`src/sv/ecv_pkg.sv`:
```
package ecv_pkg;

  localparam int CORDIC_STEPS = 16;
  localparam int CORDIC_N     = (CORDIC_STEPS > 24) ? 24 : CORDIC_STEPS;
  localparam logic [4:0] CORDIC_LAST = 5'(CORDIC_N - 1);

  // scaled mouse delta, Q.16 degrees
  localparam int SD_W = 28;

  localparam logic signed [29:0] YAW_SPAN  = 30'sd23592960;
  localparam logic signed [25:0] ANG_360   = 26'sd23592960;
  localparam logic signed [25:0] ANG_180   = 26'sd11796480;
  localparam logic signed [25:0] ANG_90    = 26'sd5898240;
  localparam logic signed [22:0] PITCH_MAX = 23'sd2949120;
  localparam logic signed [33:0] CORDIC_INV_GAIN = 34'sd652032874;
  localparam logic [31:0] RECIP5 = 32'hCCCCCCCD;

  localparam logic [2:0] REG_INIT_PITCH = 3'd0;
  localparam logic [2:0] REG_INIT_YAW   = 3'd1;
  localparam logic [2:0] REG_START_X    = 3'd2;
  localparam logic [2:0] REG_START_Y    = 3'd3;
  localparam logic [2:0] REG_START_Z    = 3'd4;
  localparam logic [2:0] REG_UP_X       = 3'd5;
  localparam logic [2:0] REG_UP_Y       = 3'd6;
  localparam logic [2:0] REG_UP_Z       = 3'd7;

  typedef struct packed {
    logic signed [SD_W-1:0] dx;
    logic signed [SD_W-1:0] dy;
    logic signed [31:0]     adv;
  } item_t;

  typedef struct packed {
    logic        valid;
    logic [2:0]  index;
    logic [31:0] data;
  } cfg_wr_t;

  typedef enum logic [4:0] {
    S_IDLE, S_YAW, S_CORDIC, S_TRIG, S_FMUL, S_FRONT, S_SQ, S_SQRT, S_DIV,
    S_NORM, S_CROSS, S_CRND, S_UVEC, S_URND, S_DOT, S_DRND, S_EMIT
  } bk_state_t;

  // atan(2^-i) in degrees, Q.16
  function automatic logic signed [25:0] atan_q16(input logic [4:0] i);
    logic signed [25:0] r;
    case (i)
      5'd0:  r = 26'sd2949120;
      5'd1:  r = 26'sd1740967;
      5'd2:  r = 26'sd919879;
      5'd3:  r = 26'sd466945;
      5'd4:  r = 26'sd234379;
      5'd5:  r = 26'sd117304;
      5'd6:  r = 26'sd58666;
      5'd7:  r = 26'sd29335;
      5'd8:  r = 26'sd14668;
      5'd9:  r = 26'sd7334;
      5'd10: r = 26'sd3667;
      5'd11: r = 26'sd1833;
      5'd12: r = 26'sd917;
      5'd13: r = 26'sd458;
      5'd14: r = 26'sd229;
      5'd15: r = 26'sd115;
      5'd16: r = 26'sd57;
      5'd17: r = 26'sd29;
      5'd18: r = 26'sd14;
      5'd19: r = 26'sd7;
      5'd20: r = 26'sd4;
      5'd21: r = 26'sd2;
      5'd22: r = 26'sd1;
      default: r = 26'sd0;
    endcase
    return r;
  endfunction

endpackage

```
`src/sv/ecv_front.sv`:
```
module ecv_front (
  input  logic                clk,
  input  logic                rst_n,
  input  logic                in_valid,
  output logic                in_stall,
  input  logic signed [15:0]  in_delta_x,
  input  logic signed [15:0]  in_delta_y,
  input  logic signed [31:0]  in_advance_z,
  output ecv_pkg::item_t      push_item,
  output logic                push_valid,
  input  logic                q_full
);

  // round(d * 65536 / 20) as (|d| * 16384 + 2) / 5 by reciprocal
  function automatic logic signed [ecv_pkg::SD_W-1:0] scale_counts(
    input logic signed [15:0] d);
    logic [15:0] mag;
    logic [29:0] n;
    logic [61:0] prod;
    logic signed [ecv_pkg::SD_W-1:0] q;
    mag  = d[15] ? (~d + 16'd1) : d;
    n    = {mag, 14'b0} + 30'd2;
    prod = 62'(n) * 62'(ecv_pkg::RECIP5);
    q    = $signed(prod[61:34]);
    return d[15] ? -q : q;
  endfunction

  logic           st_valid_r, st_valid_nxt;
  ecv_pkg::item_t st_item_r;
  logic           accept, push;

  assign in_stall   = st_valid_r && q_full;
  assign accept     = in_valid && !in_stall;
  assign push       = st_valid_r && !q_full;
  assign push_valid = st_valid_r;
  assign push_item  = st_item_r;

  always_comb begin
    st_valid_nxt = st_valid_r;
    if (accept) begin
      st_valid_nxt = 1'b1;
    end else if (push) begin
      st_valid_nxt = 1'b0;
    end
  end

  always_ff @(posedge clk) begin
    if (!rst_n) begin
      st_valid_r <= 1'b0;
    end else begin
      st_valid_r <= st_valid_nxt;
    end
    if (accept) begin
      st_item_r.dx  <= scale_counts(in_delta_x);
      st_item_r.dy  <= scale_counts(in_delta_y);
      st_item_r.adv <= in_advance_z;
    end
  end

endmodule

```
`config.mk`:
```
export PLATFORM = sky130hd
export DESIGN_NAME = ecv_front
export DESIGN_NICKNAME = d
export VERILOG_FILES = /design/src/sv/ecv_pkg.sv /design/src/sv/ecv_front.sv
export SDC_FILE = /design/constraint.sdc
export NUM_CORES = 1
export LEC_CHECK = 0
export ABC_AREA = 1
export BUFFER_PORTS_ARGS = -buffer_cell sky130_fd_sc_hd__buf_2
export CORE_AREA = 5 5 192 194
export CTS_BUF_LIST = sky130_fd_sc_hd__clkbuf_2
export DETAILED_ROUTE_END_ITERATION = 7
export DIE_AREA = 0 0 197 199
export PLACE_DENSITY = 0.78
export SYNTH_ARGS = -nofsm -noshare
export SYNTH_HDL_FRONTEND = slang
export SYNTH_SLANG_ARGS = --single-unit
```
`constraint.sdc`:
```
create_clock -name clk -period 11.93 [get_ports clk]
set_clock_uncertainty 0.2 [all_clocks]
set_input_delay 1.7895 -clock clk [delete_from_list [all_inputs] [get_ports clk]]
set_output_delay 1.7895 -clock clk [all_outputs]
set_load 0.01 [all_outputs]
```
==> results.md, run 1 <==
- By count the netlist is led by nand2_1 (673), inv_1 (648), ha_1 (390).
- The sum of negative setup slack is 0 ps.
- The cell at the root of the clock tree is clkbuf_2.
- The area of the core is 35100 um2.
- The initial utilization of the core area, before any placement, comes to 57.9%.
- The endpoint type of the worst setup path is a flip-flop.
- Setup repair after global routing left no endpoint under its margin.
- The die is 199 um tall.
- The commonest register cell after synthesis is edfxtp_1.
- In this run the horizontal extent of the chip is 197 um.
- The ratio of cells with drive above 1 in the final layout is 8.65%.
- In the routed design, unresolved DRC markers number 0.
- The die covers 39200 um2.
- Entering global routing, the biggest net connects 62 pins.
- The count of inserted antenna diode cells is 0.
- The met1 track utilization from global routing is 33.7%.
- The clock buffer count from CTS is 9.
- The synthesized design spends more area on one cell type than any other, namely ha_1.
- The critical path class is in -> reg.
- The final-report hold violation count was 0.
- Among the stages of the critical path, the cell type that occurs most often is inv_1.
- The number of cells on the worst reg-to-reg path is 4.
- The fill cell total of the finished layout is 3264.
- The maximum cell stage delay along the critical path is 580 ps.
- The clock transition at the register clock pins on the worst setup and hold paths after CTS is 290 ps.
- The number of detailed-routing iterations run before antenna repair is 6.
- By area the synthesized netlist is led by ha_1 (24%), fa_1 (17%), edfxtp_1 (13%).
- The area fraction of the dominant cell type after synthesis is 24.1%.
- The peak clock frequency supported by timing is 99.8 MHz.
- In this run the tool buffered the top-level ports with 157 buffer cells.
- The via count of the first global-routing pass was 17500.
- Setup slack on the worst reg-to-reg path comes out at 9480 ps.
- The min-delay analysis places its worst path in the category reg -> reg.
- The later-pin clock latency in the skew report is 540 ps.
- The largest buffer count on any clock path is 2.
- After legalization and detailed placement, the total HPWL measured 48.9 mm.
- Gates resized during post-CTS repair numbered 0.
- The capture point of the worst reg-to-reg path is push_item[0].
- The total global-route track usage is 27.2%.
- The flow ran to the end, and the final reports show no timing, DRC or antenna violations.
- The worst hold path endpoint is push_valid.
- The count of pins on the block boundary is 158.
- Data on the critical path is required at its endpoint by 12040 ps.
- TritonCTS built the clock tree.
- The post-layout net count is 3543.
- The critical path startpoint category is an input port.
- The first-pass GRT wire length is 86.3 mm.
- The minimum period implied by the final worst setup slack is 10020 ps.
- Counting distinct cell types in the post-synthesis netlist gives 49.
- The number of vias after detailed routing is 17700.
- The H-tree depth is 3.
- Counting every net in the synthesized netlist gives 3387.
- The global-route congestion overflow total is 0.
- The smallest hold slack is 319 ps.
- The final number of max-transition violations is 0.
- Using the TritonRoute via totals, the vias-per-cell ratio works out to 5.26.
- For the worst setup path, the data arrival time is 10130 ps.
- The transition time at the pin with the least slew margin is 892 ps.
- The multi-input combinational cells in the finished layout cover a total of 15100 um2.
- In the synthesized netlist the async set-or-reset flop fraction comes to 0%.
- The start point of the worst min-delay path is push_valid.
- The post-CTS setup buffer count is 0.
- Counting flops and latches in the post-synthesis netlist gives 89.
- The number of nets with antenna violations after detailed routing is 0.
- The number of antenna violations at the first check in global routing is 0.
- The number of instances in the synthesized netlist is 2753.
- The routed length per placed instance is 15.9 um.
- The sequential cells in the finished layout cover a total of 2660 um2.
- The global routing met2 resource utilization is 50.8%.
- The number of clock sinks is 89.
- The number of maximum-capacitance violations is 0.
- Along the worst hold path, the cell count comes to 2.
- The final cycle utilization of the critical path is 84.0%.
- The routing usage on met3 is 2.07%.
- The cell area that synthesis handed to floorplanning was 20300 um2.
- For this run, the number of Yosys warnings is 0.
- The area growth from synthesis to layout is 7.03%.
- The worst-path cell with the longest stage delay is fa_1.
- For this block, the initial DRC count from the detailed router was 1065.
- For this design, the CTS-stage hold fixing added 0 buffers.
- The synthesized area divided by synthesized cell count is 7.37 um2.
- The peak fanout along the critical path is 33.
- Measured on the finished design, the core utilization comes to 61.9%.
- The most common cell in the synthesized netlist is nand2_1.
- The floorplan has 69 rows.
- met2 is the most crowded layer.
- Yosys mapped a number of flops with a built-in enable equal to 88.
- The worst register-to-register path begins at push_valid.
- The placer's final routability congestion estimate is 1.01.
- The final wirelength is 53.8 mm.
- The part of the Yosys area used for sequential elements is 13.1%.
- Setup violations remaining at the end of the flow were counted as 0.
- The worst pin sits at a relative slew slack of 40.3%.
[per-stage QoR]
stage               cell area (um2)  worst slack, ps  std cells
finish                        21700             1910       3375
global route                  21700             1500       3375
CTS                           21700             1970       3375
detailed placement            21600             1390       3359
global placement              21600             1610       3359
floorplan                     20300             2640       2753
[cells in the final DEF (no fill, tap or decap), drive strengths merged, types with 3 or more instances in the layout]
master,netlist,final
nand3,156,156
inv,657,661
nand2,703,703
edfxtp,88,88
ha,390,390
a21oi,79,79
a31oi,5,5
buf,8,158
nor2,248,248
nand3b,5,5
o21ai,53,53
nor3,23,23
nor4,3,3
o21bai,13,13
nand4,43,43
clkinv,3,6
clkbuf,5,9
xnor2,21,21
fa,176,176
xor2,60,60
[per-layer routing]
metal  up-vias  wire length [um]
met5         -                 0
met4         0              1660
met3        98              2160
met2       433             28200
met1      8335             21800
li1       8881                 -
[cell type report]
cell class / instances / area share, %
Tap cell: 461 / 2.66
Sequential cell: 89 / 12.3
Timing Repair Buffer: 158 / 3.65
Clock buffer: 9 / 0.207
Inverter: 660 / 11.4
Clock inverter: 7 / 0.375
Multi-Input combinational cell: 1991 / 69.4
[state kept, by name, indices dropped and copies added (netlist names)]
register and flops:
push_valid 1, push_item 88
[how the worst max path moves through the flow]
stage / from / to / depth (start not counted)
after floorplan: in_delta_y[0] / push_item[56] / 41
after global placement: in_delta_y[15] / push_item[56] / 39
after detailed placement: in_delta_y[15] / push_item[56] / 39
after CTS: in_delta_y[15] / push_item[56] / 39
after global routing: in_delta_y[15] / push_item[56] / 39
final: in_delta_y[15] / push_item[56] / 39
[critical path: cells and delay by family]
| family | cells | cell delay [ps] |
|---|---|---|
| buffers and inverters | 10 | 1510 |
| adders and majority gates | 9 | 4020 |
| AOI/OAI and AO/OA | 3 | 530 |
| and+or+nand+nor | 14 | 1500 |
| xor gates and xnor gates | 3 | 780 |
[cells by family after synthesis]
kind of cell | share of synthesized area (%)
compound gates | 4.45
fa+ha+maj | 41.4
simple gates | 24.9
xor+xnor | 3.53
buf+inv | 12.6
flops | 13.1
Power of run 1 is left out: the tool's default activity adds up to more than one toggle a clock period on the data nets, which glitch-free logic cannot reach.
==> run 2: changes to the inputs <==
==> constraint.sdc (replaced) <==
create_clock -name clk -period 9.5 [get_ports clk]
set_clock_uncertainty 0.2 [all_clocks]
set_input_delay 1.425 -clock clk [delete_from_list [all_inputs] [get_ports clk]]
set_output_delay 1.425 -clock clk [all_outputs]
set_load 0.01 [all_outputs]
==> run 2 against run 1 <==
Effect of this change: core utilization up 0.94 points; highest routed layer unchanged; final cell count up 1.2%; largest cell class unchanged; flip-flop and latch count unchanged; register-to-register slack worse by 2100 ps; first-iteration DRC count down 8.2%; critical endpoint is now push_item[85]; sequential share of layout area down 0.18 points.
==> results.md, run 2 (same netlist as run 1, synthesis figures left out) <==
- The H-tree depth is 3 (unchanged).
- The remaining routing DRC violations is 0 (unchanged).
- The vertical extent of the die is 199 um (unchanged).
- The number of maximum-capacitance violations is 0 (unchanged).
- The post-CTS setup buffer count is 0 (unchanged).
- The min-delay analysis places its worst path in the category reg -> reg.
- The routing usage on met3 is 2.98% (+0.91 points).
- The transition time at the pin with the least slew margin is 1090 ps (+198 ps).
- The clock buffer count from CTS is 9 (unchanged).
- The die boundary width is 197 um (unchanged).
- The total placed cells including tap cells came to 3398 (+1.2%).
- The clock tree from TritonCTS is done.
- The endpoint type of the worst setup path is a flip-flop.
- The HPWL reported at the end of detailed placement is 50.7 mm (+3.6%).
- The first-pass GRT wire length is 89.5 mm (+3.6%).
- The total of buffers placed on input and output ports is 157 (unchanged).
- The fill cell total of the finished layout came to 3305 (+1.3%).
- The total global-route track usage was 28.3% (+1.2 points).
- The die footprint came to 39200 um2 (unchanged).
- The peak clock frequency supported by timing is 112 MHz.
- The cell at the root of the clock tree is clkbuf_2.
- The sum of negative setup slack is 0 ps (unchanged).
- The initial core utilization is 57.9% (unchanged).
- The number of flip-flops under the largest register name is 88 (unchanged).
- The top cell types in the final layout, fill and taps aside, are nand2_1 (673), inv_1 (648), ha_1 (390).
- The final wirelength is 55.5 mm (+3.3%).
- The arrival time of the worst setup path is 9120 ps (-1010 ps).
- The smallest hold slack is 328 ps (+8.58 ps).
- The count of pins on the block boundary was 158 (unchanged).
- The maximum cell stage delay along the critical path is 580 ps (about the same).
- The final setup violation count is 0 (unchanged).
- The worst slew slack as a fraction of its limit is 27.4% (-13 points).
- The clock transition at the register clock pins on the worst setup and hold paths after CTS came to 310 ps (+20 ps).
- The critical path's most frequent cell is nand2_1.
- The critical path startpoint category is an input port.
- The required time at the worst-slack endpoint is 9700 ps (-2340 ps).
- The routed length per placed instance is 16.3 um (+2.1%).
- The number of standard cells in the final layout excluding fillers is 3414 (+1.2%).
- The layout-stage area growth over the synthesis result is 8.65%.
- The global routing's busiest layer is met2.
- The worst reg-to-reg setup slack is 7420 ps (-2060 ps).
- The final-report hold violation count is 0 (unchanged).
- The later-pin clock latency in the skew report is 570 ps (+30 ps).
- The number of antenna violations at the first check in global routing is 0 (unchanged).
- The number of rows created at floorplan was 69 (unchanged).
- The hold buffer count at cts is 0 (unchanged).
- The peak fanout along the critical path is 6 (-82%).
- The largest buffer count on any clock path is 2 (unchanged).
- The smallest clock period supported by the final layout is computed as 8930 ps.
- The number of DRC markers in iteration 0 is 978 (-8.2%).
- The average vias per placed instance is 5.25 (-0.21%).
- The met1 track utilization from global routing is 34.5% (+0.77 points).
- The number of detailed-routing iterations run before antenna repair is 6 (unchanged).
- The global routing met2 resource utilization is 53.3% (+2.5 points).
- The number of clock sinks is 89 (unchanged).
- The count of inserted antenna diode cells is 0 (unchanged).
- The run finished with clean final reports.
- The final critical path takes up 94.0% of the cycle.
- Setup repair after global routing left no endpoint under its margin.
- The pin count of the biggest net entering global routing is 89 (+44%).
- The number of nets with antenna violations after detailed routing is 0 (unchanged).
- The ratio of cells with drive above 1 in the final layout is 10.1% (+1.4 points).
- The number of vias after detailed routing is 17900 (+0.94%).
- The via count of the first global-routing pass is 18100 (+3.5%).
- The global-route congestion overflow total was 0 (unchanged).
- The area of the core came to 35100 um2 (unchanged).
- The post-layout net count came to 3582 (+1.1%).
- The critical path is of the in -> reg type.
- The placer's final routability congestion estimate was 1.02 (+0.62%).
- The most common library cell in the layout ignoring fill and taps is nand2_1.
- The slowest stage of the critical path is the fa_1 cell.
- The final number of max-transition violations is 0 (unchanged).
## run 2: cell types whose count changed in the layout (fill, tap and decap cells not counted), sizes merged
cell,delta
buf,+39
clkinv,+2
inv,-2
## run 2: path summary, 6_finish.rpt
| path | cells past startpoint | endpoint | from |
|---|---|---|---|
| setup reg to reg | 4 | push_item[19] | push_valid |
| hold / removal | 2 | push_valid | push_valid |
| hold reg to reg | 2 | push_valid | push_valid |
| setup / recovery | 38 | push_item[85] | in_delta_x[0] |
## run 2: stage by stage
| stage | util [%] | setup slack (ps) | area (um2) |
|---|---|---|---|
| detailed placement | 62.4 | -133 | 21900 |
| finish | 62.9 | 574 | 22000 |
| global route | 62.9 | 13.8 | 22000 |
| CTS | 62.8 | 532 | 22000 |
| global placement | 62.4 | -8.54 | 21900 |
| floorplan | - | 573 | 20300 |
## run 2: worst max-delay path, delay by kind of cell
kind / cells / cell delay, ps
XOR/XNOR: 2 / 520
AND/OR/NAND/NOR: 18 / 2520
buffers and inverters: 8 / 670
AO/OA/AOI/OAI: 1 / 130
adder cells (fa/ha/maj): 9 / 3850
## run 2: timing repair
item                       4_1_cts  5_1_grt
gates resized for setup          0        6
setup endpoints to repair        0       17
hold endpoints to repair         0        0
## run 2: layout make-up
cell class | instances | area, um2 | share of cell area, %
clock buffers | 9 | 45.0 | 0.204
flip-flops and latches | 89 | 2660 | 12.1
well taps | 461 | 577 | 2.62
clock inverters | 7 | 86.3 | 0.392
multi-input cells | 1991 | 15100 | 68.5
repair buffers | 197 | 1090 | 4.93
inverters | 660 | 2480 | 11.2
## run 2: metal layers
metal	vias up	part of all wire (%)
met1	8431	40
met5	-	0
met4	0	3.1
met3	94	4.4
met2	427	52
li1	8962	-
Power of run 2 is left out for the same reason.
