==> config.mk <==
export PLATFORM = sky130hd
export DESIGN_NAME = ecv_fifo
export DESIGN_NICKNAME = d
export VERILOG_FILES = /design/src/sv/ecv_pkg.sv /design/src/sv/ecv_fifo.sv
export SDC_FILE = /design/constraint.sdc
export NUM_CORES = 1
export LEC_CHECK = 0
export BUFFER_PORTS_ARGS = -buffer_cell sky130_fd_sc_hd__buf_2
export CORE_UTILIZATION = 45
export CTS_CLUSTER_DIAMETER = 150
export DETAILED_ROUTE_END_ITERATION = 7
export GPL_TIMING_DRIVEN = 0
export MAX_ROUTING_LAYER = met4
export PLACE_DENSITY = 0.8
export SYNTH_ARGS = -nofsm -noshare
export SYNTH_HDL_FRONTEND = slang
export SYNTH_SLANG_ARGS = --single-unit
==> constraint.sdc <==
create_clock -name clk -period 15.7 [get_ports clk]
set_clock_uncertainty 0.05 [all_clocks]
set_input_delay 3.14 -clock clk [delete_from_list [all_inputs] [get_ports clk]]
set_output_delay 3.14 -clock clk [all_outputs]
set_load 0.01 [all_outputs]
==> src/sv/ecv_pkg.sv <==
package ecv_pkg;

  localparam int CORDIC_STEPS = 16;
  localparam int CORDIC_N     = (CORDIC_STEPS > 24) ? 24 : CORDIC_STEPS;
  localparam logic [4:0] CORDIC_LAST = 5'(CORDIC_N - 1);

  // scaled mouse delta, Q.16 degrees
  localparam int SD_W = 28;

  localparam logic signed [29:0] YAW_SPAN  = 30'sd23592960;
  localparam logic signed [25:0] ANG_360   = 26'sd23592960;
  localparam logic signed [25:0] ANG_180   = 26'sd11796480;
  localparam logic signed [25:0] ANG_90    = 26'sd5898240;
  localparam logic signed [22:0] PITCH_MAX = 23'sd2949120;
  localparam logic signed [33:0] CORDIC_INV_GAIN = 34'sd652032874;
  localparam logic [31:0] RECIP5 = 32'hCCCCCCCD;

  localparam logic [2:0] REG_INIT_PITCH = 3'd0;
  localparam logic [2:0] REG_INIT_YAW   = 3'd1;
  localparam logic [2:0] REG_START_X    = 3'd2;
  localparam logic [2:0] REG_START_Y    = 3'd3;
  localparam logic [2:0] REG_START_Z    = 3'd4;
  localparam logic [2:0] REG_UP_X       = 3'd5;
  localparam logic [2:0] REG_UP_Y       = 3'd6;
  localparam logic [2:0] REG_UP_Z       = 3'd7;

  typedef struct packed {
    logic signed [SD_W-1:0] dx;
    logic signed [SD_W-1:0] dy;
    logic signed [31:0]     adv;
  } item_t;

  typedef struct packed {
    logic        valid;
    logic [2:0]  index;
    logic [31:0] data;
  } cfg_wr_t;

  typedef enum logic [4:0] {
    S_IDLE, S_YAW, S_CORDIC, S_TRIG, S_FMUL, S_FRONT, S_SQ, S_SQRT, S_DIV,
    S_NORM, S_CROSS, S_CRND, S_UVEC, S_URND, S_DOT, S_DRND, S_EMIT
  } bk_state_t;

  // atan(2^-i) in degrees, Q.16
  function automatic logic signed [25:0] atan_q16(input logic [4:0] i);
    logic signed [25:0] r;
    case (i)
      5'd0:  r = 26'sd2949120;
      5'd1:  r = 26'sd1740967;
      5'd2:  r = 26'sd919879;
      5'd3:  r = 26'sd466945;
      5'd4:  r = 26'sd234379;
      5'd5:  r = 26'sd117304;
      5'd6:  r = 26'sd58666;
      5'd7:  r = 26'sd29335;
      5'd8:  r = 26'sd14668;
      5'd9:  r = 26'sd7334;
      5'd10: r = 26'sd3667;
      5'd11: r = 26'sd1833;
      5'd12: r = 26'sd917;
      5'd13: r = 26'sd458;
      5'd14: r = 26'sd229;
      5'd15: r = 26'sd115;
      5'd16: r = 26'sd57;
      5'd17: r = 26'sd29;
      5'd18: r = 26'sd14;
      5'd19: r = 26'sd7;
      5'd20: r = 26'sd4;
      5'd21: r = 26'sd2;
      5'd22: r = 26'sd1;
      default: r = 26'sd0;
    endcase
    return r;
  endfunction

endpackage

==> src/sv/ecv_fifo.sv <==
module ecv_fifo (
  input  logic           clk,
  input  logic           rst_n,
  input  logic           push_valid,
  input  ecv_pkg::item_t push_item,
  output logic           full,
  input  logic           pop,
  output logic           not_empty,
  output ecv_pkg::item_t head
);

  ecv_pkg::item_t mem_r [2];
  logic       wr_ptr_r, rd_ptr_r;
  logic [1:0] count_r, count_nxt;
  logic       wr, rd;

  assign full      = (count_r == 2'd2);
  assign not_empty = (count_r != 2'd0);
  assign wr        = push_valid && !full;
  assign rd        = pop && not_empty;
  assign head      = mem_r[rd_ptr_r];

  always_comb begin
    count_nxt = count_r;
    if (wr && !rd) begin
      count_nxt = count_r + 2'd1;
    end else if (rd && !wr) begin
      count_nxt = count_r - 2'd1;
    end
  end

  always_ff @(posedge clk) begin
    if (!rst_n) begin
      wr_ptr_r <= 1'b0;
      rd_ptr_r <= 1'b0;
      count_r  <= 2'd0;
    end else begin
      count_r <= count_nxt;
      if (wr) begin
        wr_ptr_r <= ~wr_ptr_r;
      end
      if (rd) begin
        rd_ptr_r <= ~rd_ptr_r;
      end
    end
    if (wr) begin
      mem_r[wr_ptr_r] <= push_item;
    end
  end

endmodule

==> summary.txt, run 1 <==
Global routing
  – Largest net degree at the start of global routing: 67
  – Number of global-route vias before repair: 3374
  – First-pass GRT wire length: 16860 um
  – Initial antenna violation count: 0
  – Overall Global Routing Usage: 0.1586
  – Overflow after GRT: 0

Finish
  – Fill count: 1101
  – Area grow syn2layout: 27.46%
  – Post-route design area: 8492 sq um
  – Antenna Diode Count: 0
  – Non-Filler Instances: 702
  – Share of cells above drive strength 1: 0.6120
  – Nets@finish: 598

Drt
  – Highest Signal Layer: met4
  – WL met1: 4800 um
  – Final WL: 11820 um
  – Initial DRT Pass Iterations: 5
  – Metal3 WL: 736 um
  – Remaining DRCs: 0
  – Detail Route Antenna Nets: 0
  – DR WL/cell: 16.84 um
  – Met2 routed WL: 6150 um
  – Routed vias/inst: 4.855
  – DR vias: 3408
  – Iteration-0 DRC Markers: 208

Worst setup path
  – CP required: 12.51 ns
  – Crit-path leading delay family: buffers and inverters
  – CP most frequent cell: buf_2
  – Worst-path fanout max: 10
  – CP endpoint kind: output port
  – Critical path type: reg2out
  – CP Cell Sequence: buf_6 -> buf_2 -> mux2_2 -> buf_2
  – Slowest-stage cell, CP: mux2_2
  – Worst path bufs/invs: 3
  – Reg2reg setup slack: 13.78 ns
  – CP Launch Type: register
  – CP arrival: 1.71 ns
  – Delay of the slowest cell on the worst path: 0.38 ns

STA
  – Sum Neg Setup Slack: 0 ns
  – Hold slack: 0.4882 ns
  – Final Max Tran Viols: 0
  – Fmax: 204.0 MHz
  – Final Hold Violating Endpoints: 0
  – Slew of the pin with the lowest slew margin: 0.5241 ns
  – Final Critical Period: 4.902 ns
  – Slew headroom: 0.6494
  – RSZ-0062 raised after global routing: false
  – Fin crit share: 0.3122
  – Final setup fails: 0

Clocking
  – CTS sink count: 181
  – Clk_lat worst skew: 0.41 ns
  – CTS tree: yes
  – CTS H-tree depth: 4
  – Postcts setup bufs: 0
  – Num CTS Buffers: 17
  – Clk buf depth: 2
  – Clock root buffer: clkbuf_16
  – # resized after CTS: 0
  – Hold_buf cts: 0
  – Clock-pin slew of the registers on the worst-case setup and hold paths: 0.06 ns

Yosys
  – Syn_area_per_cell: 22.28 sq um
  – Yosys reg bits: 181
  – Mapped Area: 6663 sq um
  – Cell variety after synth: 23
  – Post-synthesis cell count: 299
  – Register area share after synthesis: 0.8083
  – Yosys warns: 0
  – Syn_nets: 392

Placed design
  – DPL Wire Length: 8136 um
  – Post-Place Cells: 670
  – PortBufs: 181
  – Gpl congestion: 0.7132
  – Cell Area, Placed: 7950 sq um

Die
  – Die height: 123.7 um
  – Initial Util: 0.4602
  – Core Footprint: 14480 sq um
  – Number of cell rows: 44
  – I/O pins: 182
  – Die width: 123.7 um
  – Die ar.: 15300 sq um

Power and ir drop
  – Total Power: 1.373 mW
  – Worst IR Drop VDD: 120.8 uV
  – Leak pwr: 3.226 nW
  – PD cells: 161.7 nW/um^2

Outcome
  – Outcome: completed

Flow run
  – MaxCap Viol Count: 0

Hold path
  – Worst Hold Class: reg2reg
-- cells in the mapped netlist, drive strengths merged --
cell	instances	area, sq um
edfxtp	176	5285
mux2	88	1066
buf	10	75.07
dfxtp	5	100.1
and2	3	18.77
a21boi	2	15.02
inv	2	7.500
o21ai	2	10.00
xnor2	2	17.52
and3	1	6.260
ha	1	12.51
nand2b	1	6.260
nor2	1	3.750
nor3	1	10.01
o21a	1	7.510
or2	1	6.260
or3	1	6.260
xor2	1	8.760
-- worst min-delay path, cell delays in order, from the launching register on --
cell and delay (ns):
dfxtp_1 0.34, o21ai_0 0.09, a21boi_1 0.06
-- power breakdown --
group	internal [mW]	switching, mW	leakage (nW)
logic	0.182	0.182	1.29
registers	0.606	0.0164	1.68
clock network	0.217	0.169	0.254
-- worst paths after layout --
kind                                 start  cells after the start      endpoint
worst max-delay path              register                      4      head[22]
worst min-delay path            count_r[1]                      2    count_r[1]
worst max register to register  count_r[0]                      5  mem_r[0][81]
worst min register to register  count_r[1]                      2    count_r[1]
-- per-layer routing --
layer	vias up	global-route usage
li1	1597	-
met5	-	-
met3	10	0.05128
met2	123	0.2594
met1	1678	0.1825
met4	0	0.05873
-- flip-flops by register name, indices dropped and copies added, names as in the netlist, named ones only --
name      count
count_r       2
rd_ptr_r      1
wr_ptr_r      1
mem_r       176
-- placed cells by master (no fill, tap or decap), types with 3 or more instances in the layout --
cell and instances:
buf_2 187, edfxtp_1 176, mux2_2 68, mux2_4 20, clkbuf_16 17, dfxtp_1 5
buf_6 4, clkinvlp_4 4, buf_16 4, and2_1 3, clkinv_2 3
-- cell families after synthesis --
family / Yosys count / share of synthesized area
fa+ha+maj: 1 / 0.001878
flops: 181 / 0.8083
mux: 88 / 0.1600
xor+xnor: 3 / 0.003944
buf+inv: 12 / 0.01239
simple gates: 9 / 0.008641
compound gates: 5 / 0.004882
-- final cells by class --
cell class | instances | area [sq um] | share of cell area
Clock inverter | 13 | 108.9 | 0.01282
Inverter | 2 | 7.507 | 0.0008840
Clock buffer | 19 | 432.9 | 0.05098
Buffer | 10 | 75.07 | 0.008840
Sequential cell | 181 | 5385 | 0.6342
Timing Repair Buffer | 187 | 1046 | 0.1232
Tap cell | 184 | 230.2 | 0.02711
Multi-Input combinational cell | 106 | 1206 | 0.1420
-- per-stage QoR --
stage	utilization	setup WS, ns
final	0.5865	10.80
after global routing	0.5865	10.70
after CTS	0.5865	10.74
after detailed placement	0.5491	11.09
after global placement	0.5386	6.708
after floorplan	-	8.492
Note: power is estimated with default switching activity, not from simulation.
==> run 2, diff against run 1 <==
- ABC_AREA: unset -> 1
- PLACE_DENSITY: 0.8 -> 0.83
- clock period: 15.7 -> 4.5 ns (I/O delays scaled with it)
==> summary.txt, run 2 <==
Outcome
  – Outcome: completed

Flow run
  – MaxCap Viol Count: 0 (unchanged)

Finish
  – Nets@finish: 609 (+1.8%)
  – Commonest non-fill, non-tap cell in the layout: buf_2
  – Post-route design area: 8508 sq um (+0.19%)
  – Biggest register: mem_r
  – Antenna Diode Count: 0 (unchanged)
  – Post-layout util: 0.5876 (+0.001123)
  – Most frequent cells in the layout: buf_2, edfxtp_1, mux2_2
  – Flip-flop count of the largest register after layout: 176 (unchanged)
  – Area grow syn2layout: 27.60%
  – Largest regs: mem_r (176), count_r (2)
  – Share of cells above drive strength 1: 0.5879 (-0.02407)

Clocking
  – Num CTS Buffers: 17 (unchanged)
  – CTS sink count: 181 (unchanged)
  – Clock-pin slew of the registers on the worst-case setup and hold paths: 0.06 ns (about the same)
  – Hold_buf cts: 0 (unchanged)
  – # resized after CTS: 0 (unchanged)
  – CTS tree: yes
  – Postcts setup bufs: 0 (unchanged)
  – Clock root buffer: clkbuf_16
  – Clk buf depth: 2 (unchanged)
  – CTS H-tree depth: 4 (unchanged)
  – Clk_lat worst skew: 0.41 ns (about the same)

Global routing
  – Initial antenna violation count: 0 (unchanged)
  – First-pass GRT wire length: 17140 um (+1.7%)
  – Overall Global Routing Usage: 0.1594 (+0.0007231)
  – Number of global-route vias before repair: 3529 (+4.6%)
  – Overflow after GRT: 0 (unchanged)
  – Largest net degree at the start of global routing: 34 (-49%)

Drt
  – Final WL: 11780 um (-0.35%)
  – DR vias: 3508 (+2.9%)
  – Initial DRT Pass Iterations: 4 (-1)
  – Iteration-0 DRC Markers: 160 (-23%)
  – DR WL/cell: 16.52 um (-1.9%)
  – Remaining DRCs: 0 (unchanged)
  – Routed vias/inst: 4.920 (+1.3%)
  – Detail Route Antenna Nets: 0 (unchanged)

Power and ir drop
  – Sw Ratio: 0.2547 (-0.01342)
  – Sequential Power Share: 0.463 (+0.010)
  – PD cells: 555.4 nW/um^2 (+240%)
  – Leak pwr: 3.252 nW (+0.82%)
  – Net switching power: 1.204 mW (+230%)
  – Clock share of power: 0.303 (+0.022)
  – Comb pwr share: 0.234 (-0.031)
  – Worst IR Drop VDD: 357.8 uV (+200%)
  – Int Power: 3.522 mW (+250%)

STA
  – Fin crit share: 0.5922
  – Hold slack: 0.4544 ns (-0.03381 ns)
  – Slew of the pin with the lowest slew margin: 0.9979 ns (+0.4738 ns)
  – Slew headroom: 0.3332 (-0.3163)
  – Sum Neg Setup Slack: 0 ns (unchanged)
  – Final setup fails: 0 (unchanged)
  – Final worst slack: 1.835 ns (-8.963 ns)
  – Fmax: 375.2 MHz
  – Final Critical Period: 2.665 ns
  – Final Hold Violating Endpoints: 0 (unchanged)
  – RSZ-0062 raised after global routing: false
  – Final Max Tran Viols: 0 (unchanged)

Worst setup path
  – Critical path type: reg2out
  – Worst-path fanout max: 10 (unchanged)
  – CP Cell Sequence: buf_6 -> buf_2 -> mux2_2 -> buf_2
  – CP endpoint kind: output port
  – Slowest-stage cell, CP: mux2_2
  – CP most frequent cell: buf_2
  – CP arrival: 1.71 ns (about the same)
  – CP Launch Type: register
  – CP required: 3.55 ns (-8.96 ns)
  – Delay of the slowest cell on the worst path: 0.38 ns (about the same)

Placed design
  – PortBufs: 181 (unchanged)
  – Gpl congestion: 0.7665 (+7.5%)
  – Dpl ws: 1.667 ns (-9.424 ns)
  – DPL Wire Length: 8329 um (+2.4%)
  – Cell Area, Placed: 7934 sq um (-0.20%)

Die
  – Core Footprint: 14480 sq um (unchanged)
  – I/O pins: 182 (unchanged)
  – Die ar.: 15310 sq um (about the same)
  – Die height: 123.7 um (about the same)
  – Die width: 123.7 um (about the same)
  – Number of cell rows: 44 (unchanged)
  – Initial Util: 0.4605 (about the same)

Yosys
  – Dominant cell type by area after synthesis: edfxtp_1
  – Post-synth EDFFs: 176 (unchanged)
  – Mapped Area: 6668 sq um (about the same)
  – Post-synthesis cell count: 311 (+4.0%)
  – Post-synth ARST share: 0 (unchanged)
  – Yosys reg bits: 181 (unchanged)
  – Syn_area_per_cell: 21.44 sq um (-3.8%)
  – Syn_nets: 404 (+3.1%)
  – Synth top cells by count: edfxtp_1, mux2_2, mux2_4
  – Synth top area cells: edfxtp_1, mux2_2, mux2_4, dfxtp_1, buf_6
  – Cell variety after synth: 15 (-35%)
  – Yosys top cell area share: 0.7926 (about the same)
  – Yosys warns: 0 (unchanged)
  – Top-count cell post-synth: edfxtp_1
  – Register area share after synthesis: 0.8077 (about the same)
  – Most used DFF post-synth: edfxtp_1

Hold path
  – Worst Hold Class: reg2reg
[run 2: changes by cell type after synthesis, moves of 2 or more]
cell / previous run / this run
nor2_1: 1 / 9
inv_1: 1 / 8
and2_1: 3 / 0
o21ai_0: 1 / 3
nand2_1: 0 / 7
xnor2_1: 2 / 0
[run 2: area by class of cell]
class / count / area [sq um]
clock inverter: 11 / 133.9
clock buffer: 21 / 440.4
inverter: 8 / 30.03
timing repair buffer: 186 / 1021
tap: 184 / 230.2
sequential: 181 / 5385
fill: 1080 / 5971
multi-input combinational: 112 / 1192
buffer: 10 / 75.07
[run 2: routing by layer]
layer  vias to the layer above  share of wire  global-route usage
met5                         -              0                   -
met1                      1722           0.39              0.1738
li1                       1624              -                   -
met4                         0          0.018             0.06777
met3                        19          0.070             0.06044
met2                       143           0.52              0.2604
[run 2: logic make-up after synthesis]
kind of cell | count (synthesis) | synth area share
mux | 88 | 0.1599
flops | 181 | 0.8077
buf+inv | 18 | 0.01576
fa+ha+maj | 1 | 0.001876
simple gates | 18 | 0.01070
compound gates | 5 | 0.004127
[run 2: power groups by stage]
stage               combinational, mW  clock (mW)  sequential [mW]
CTS                              1.13        1.46             2.19
finish                           1.11        1.43             2.19
floorplan                       0.685           0             2.24
global route                     1.21        1.53             2.21
detailed placement               1.13           0             2.22
global placement                 1.04           0             2.26
[run 2: worst max-delay path, delay by kind of cell, from the launching register on]
kind	cells	cell delay [ns]
buffers and inverters	3	0.59
flip-flops	1	0.32
multiplexers	1	0.38
[run 2: worst paths after layout]
check / startpoint / end / slack (ns) / cells past startpoint
worst min register to register: rd_ptr_r / register / 0.45 / 2
worst max-delay path: register / head[57] / 1.84 / 4
worst max register to register: count_r[1] / mem_r[0][66] / 2.22 / 4
worst min-delay path: rd_ptr_r / register / 0.45 / 2
[run 2: per-stage QoR]
step | instances | power [mW]
final | 713 | 4.726
after global routing | 713 | 4.944
after CTS | 713 | 4.785
after detailed placement | 681 | 3.350
after global placement | 676 | 3.306
after floorplan | 311 | 2.922
==> run 3, diff against run 2 <==
- clock period: 4.5 -> 2.3 ns (I/O delays scaled with it)
==> summary.txt, run 3 (synthesized netlist as in run 2, its figures left out) <==
Clocking
  – Clock root buffer: clkbuf_16
  – Postcts setup bufs: 0 (unchanged)
  – CTS H-tree depth: 4 (unchanged)
  – CTS sink count: 181 (unchanged)
  – Hold_buf cts: 0 (unchanged)
  – Clk_lat worst skew: 0.42 ns (about the same)
  – CTS tree: yes
  – # resized after CTS: 0 (unchanged)
  – Clk buf depth: 2 (unchanged)
  – Clock-pin slew of the registers on the worst-case setup and hold paths: 0.06 ns (about the same)
  – Num CTS Buffers: 17 (unchanged)

STA
  – Slew of the pin with the lowest slew margin: 0.7566 ns (-0.2413 ns)
  – Fmax: 456.3 MHz
  – Final setup fails: 0 (unchanged)
  – Final Max Tran Viols: 0 (unchanged)
  – Hold slack: 0.1757 ns (-0.2787 ns)
  – Fin crit share: 0.9528
  – Slew headroom: 0.4944 (+0.1613)
  – RSZ-0062 raised after global routing: true
  – Final Critical Period: 2.191 ns
  – Final Hold Violating Endpoints: 0 (unchanged)

Finish
  – Fill count: 1086 (+0.56%)
  – Most frequent cells in the layout: buf_2, edfxtp_1, mux2_2
  – Area grow syn2layout: 27.19%
  – Largest regs: mem_r (176), count_r (2)
  – Flip-flop count of the largest register after layout: 176 (unchanged)
  – Commonest non-fill, non-tap cell in the layout: buf_2
  – Footprint of the multi-input gates: 1204 sq um (+0.94%)
  – Share of cells above drive strength 1: 0.5833 (-0.004568)
  – Seq. cell area: 5385 sq um (unchanged)
  – Biggest register: mem_r
  – Nets@finish: 608 (-0.16%)
  – Non-Filler Instances: 713 (unchanged)

Worst setup path
  – CP required: 1.79 ns (-1.76 ns)
  – CP Launch Type: register
  – Worst path bufs/invs: 4 (+1)
  – Crit-path leading delay family: buffers and inverters
  – Worst-path fanout max: 10 (unchanged)
  – Reg2reg setup slack: 0.43 ns (-1.79 ns)
  – FF-to-FF End: mem_r[1][7]
  – CP arrival: 1.68 ns (-0.03 ns)
  – CP most frequent cell: buf_6
  – CP Cell Sequence: buf_6 -> buf_6 -> buf_6 -> mux2_4 -> buf_2
  – Worst r2r src: count_r[0]
  – CP endpoint kind: output port
  – Slowest-stage cell, CP: dfxtp_1
  – Critical path type: reg2out
  – Worst Reg2Reg Path Length in Cells: 3 (-1)
  – Delay of the slowest cell on the worst path: 0.32 ns (-0.06 ns)

Global routing
  – Initial antenna violation count: 1 (+1)
  – First-pass GRT wire length: 17260 um (+0.72%)
  – Overall Global Routing Usage: 0.1606 (+0.001248)
  – Number of global-route vias before repair: 3604 (+2.1%)
  – Overflow after GRT: 0 (unchanged)
  – Largest net degree at the start of global routing: 35 (+2.9%)

Flow run
  – MaxCap Viol Count: 0 (unchanged)

Drt
  – Final WL: 11660 um (-1.0%)
  – Remaining DRCs: 0 (unchanged)
  – Iteration-0 DRC Markers: 194 (+21%)
  – Routed vias/inst: 4.889 (-0.63%)
  – DR vias: 3486 (-0.63%)
  – Detail Route Antenna Nets: 0 (unchanged)
  – DR WL/cell: 16.35 um (-1.0%)
  – Initial DRT Pass Iterations: 4 (unchanged)

Hold path
  – Worst Hold Class: in2reg
  – WHS Endpoint: mem_r[1][21]
  – Hold Startpoint: push_item[21]
  – Hold depth: 1 (-1)

Power and ir drop
  – PD cells: 1089 nW/um^2 (+96%)
  – Worst IR Drop VDD: 616.1 uV (+72%)
  – Leak pwr: 3.233 nW (-0.58%)

Placed design
  – PortBufs: 181 (unchanged)
  – Gpl congestion: 0.7034 (-8.2%)
  – Post-Place Cells: 680 (-0.15%)
  – DPL Wire Length: 8006 um (-3.9%)

Die
  – I/O pins: 182 (unchanged)
  – Die height: 123.7 um (unchanged)
  – Initial Util: 0.4605 (unchanged)
  – Die ar.: 15310 sq um (unchanged)
  – Number of cell rows: 44 (unchanged)
  – Die width: 123.7 um (unchanged)
  – Core Footprint: 14480 sq um (unchanged)

Outcome
  – Outcome: completed
[run 3: worst max-delay path by stage]
stage,from,endpoint,slack [ns],cells past startpoint
floorplan,push_valid,mem_r[0][0],-0.02,2
global placement,push_valid,mem_r[0][78],-0.77,3
detailed placement,push_valid,mem_r[0][78],0.31,4
CTS,register,head[72],0.06,5
global route,register,head[74],-0.007,5
finish,register,head[65],0.11,5
[run 3: stage by stage]
step | setup TNS [ns] | utilization | instance area (sq um) | setup slack [ns] | total power [mW]
final | 0 | 0.5857 | 8481 | 0.1086 | 9.237
after global routing | -0.01798 | 0.5857 | 8481 | -0.007470 | 9.652
after CTS | 0 | 0.5856 | 8478 | 0.05880 | 9.348
after detailed placement | 0 | 0.5463 | 7910 | 0.3069 | 6.540
after global placement | -133.49 | 0.5408 | 7830 | -0.7713 | 6.416
after floorplan | -1.656 | - | 6694 | -0.01882 | 5.690
[run 3: report_power, final]
part | internal, mW | switching (mW) | leakage, nW
Sequential | 4.16 | 0.116 | 1.68
Clock | 1.71 | 1.10 | 0.264
Combinational | 1.02 | 1.12 | 1.29
Total | 6.90 | 2.34 | 3.23
[run 3: routing by layer]
| layer | wire (um) | part of all wire | GRT usage |
|---|---|---|---|
| met5 | 0 | 0 | - |
| met4 | 186 | 0.016 | 0.07003 |
| met3 | 798 | 0.068 | 0.04853 |
| met2 | 6099 | 0.52 | 0.2729 |
| met1 | 4575 | 0.39 | 0.1735 |
[run 3: layout make-up]
cell class / instances / share of cell area
sequential: 181 / 0.6350
multi-input combinational: 112 / 0.1419
timing repair buffer: 185 / 0.1163
clock buffer: 27 / 0.05459
tap: 184 / 0.02715
clock inverter: 5 / 0.01239
buffer: 10 / 0.008852
inverter: 8 / 0.003541
antenna: 1 / 0.0002951
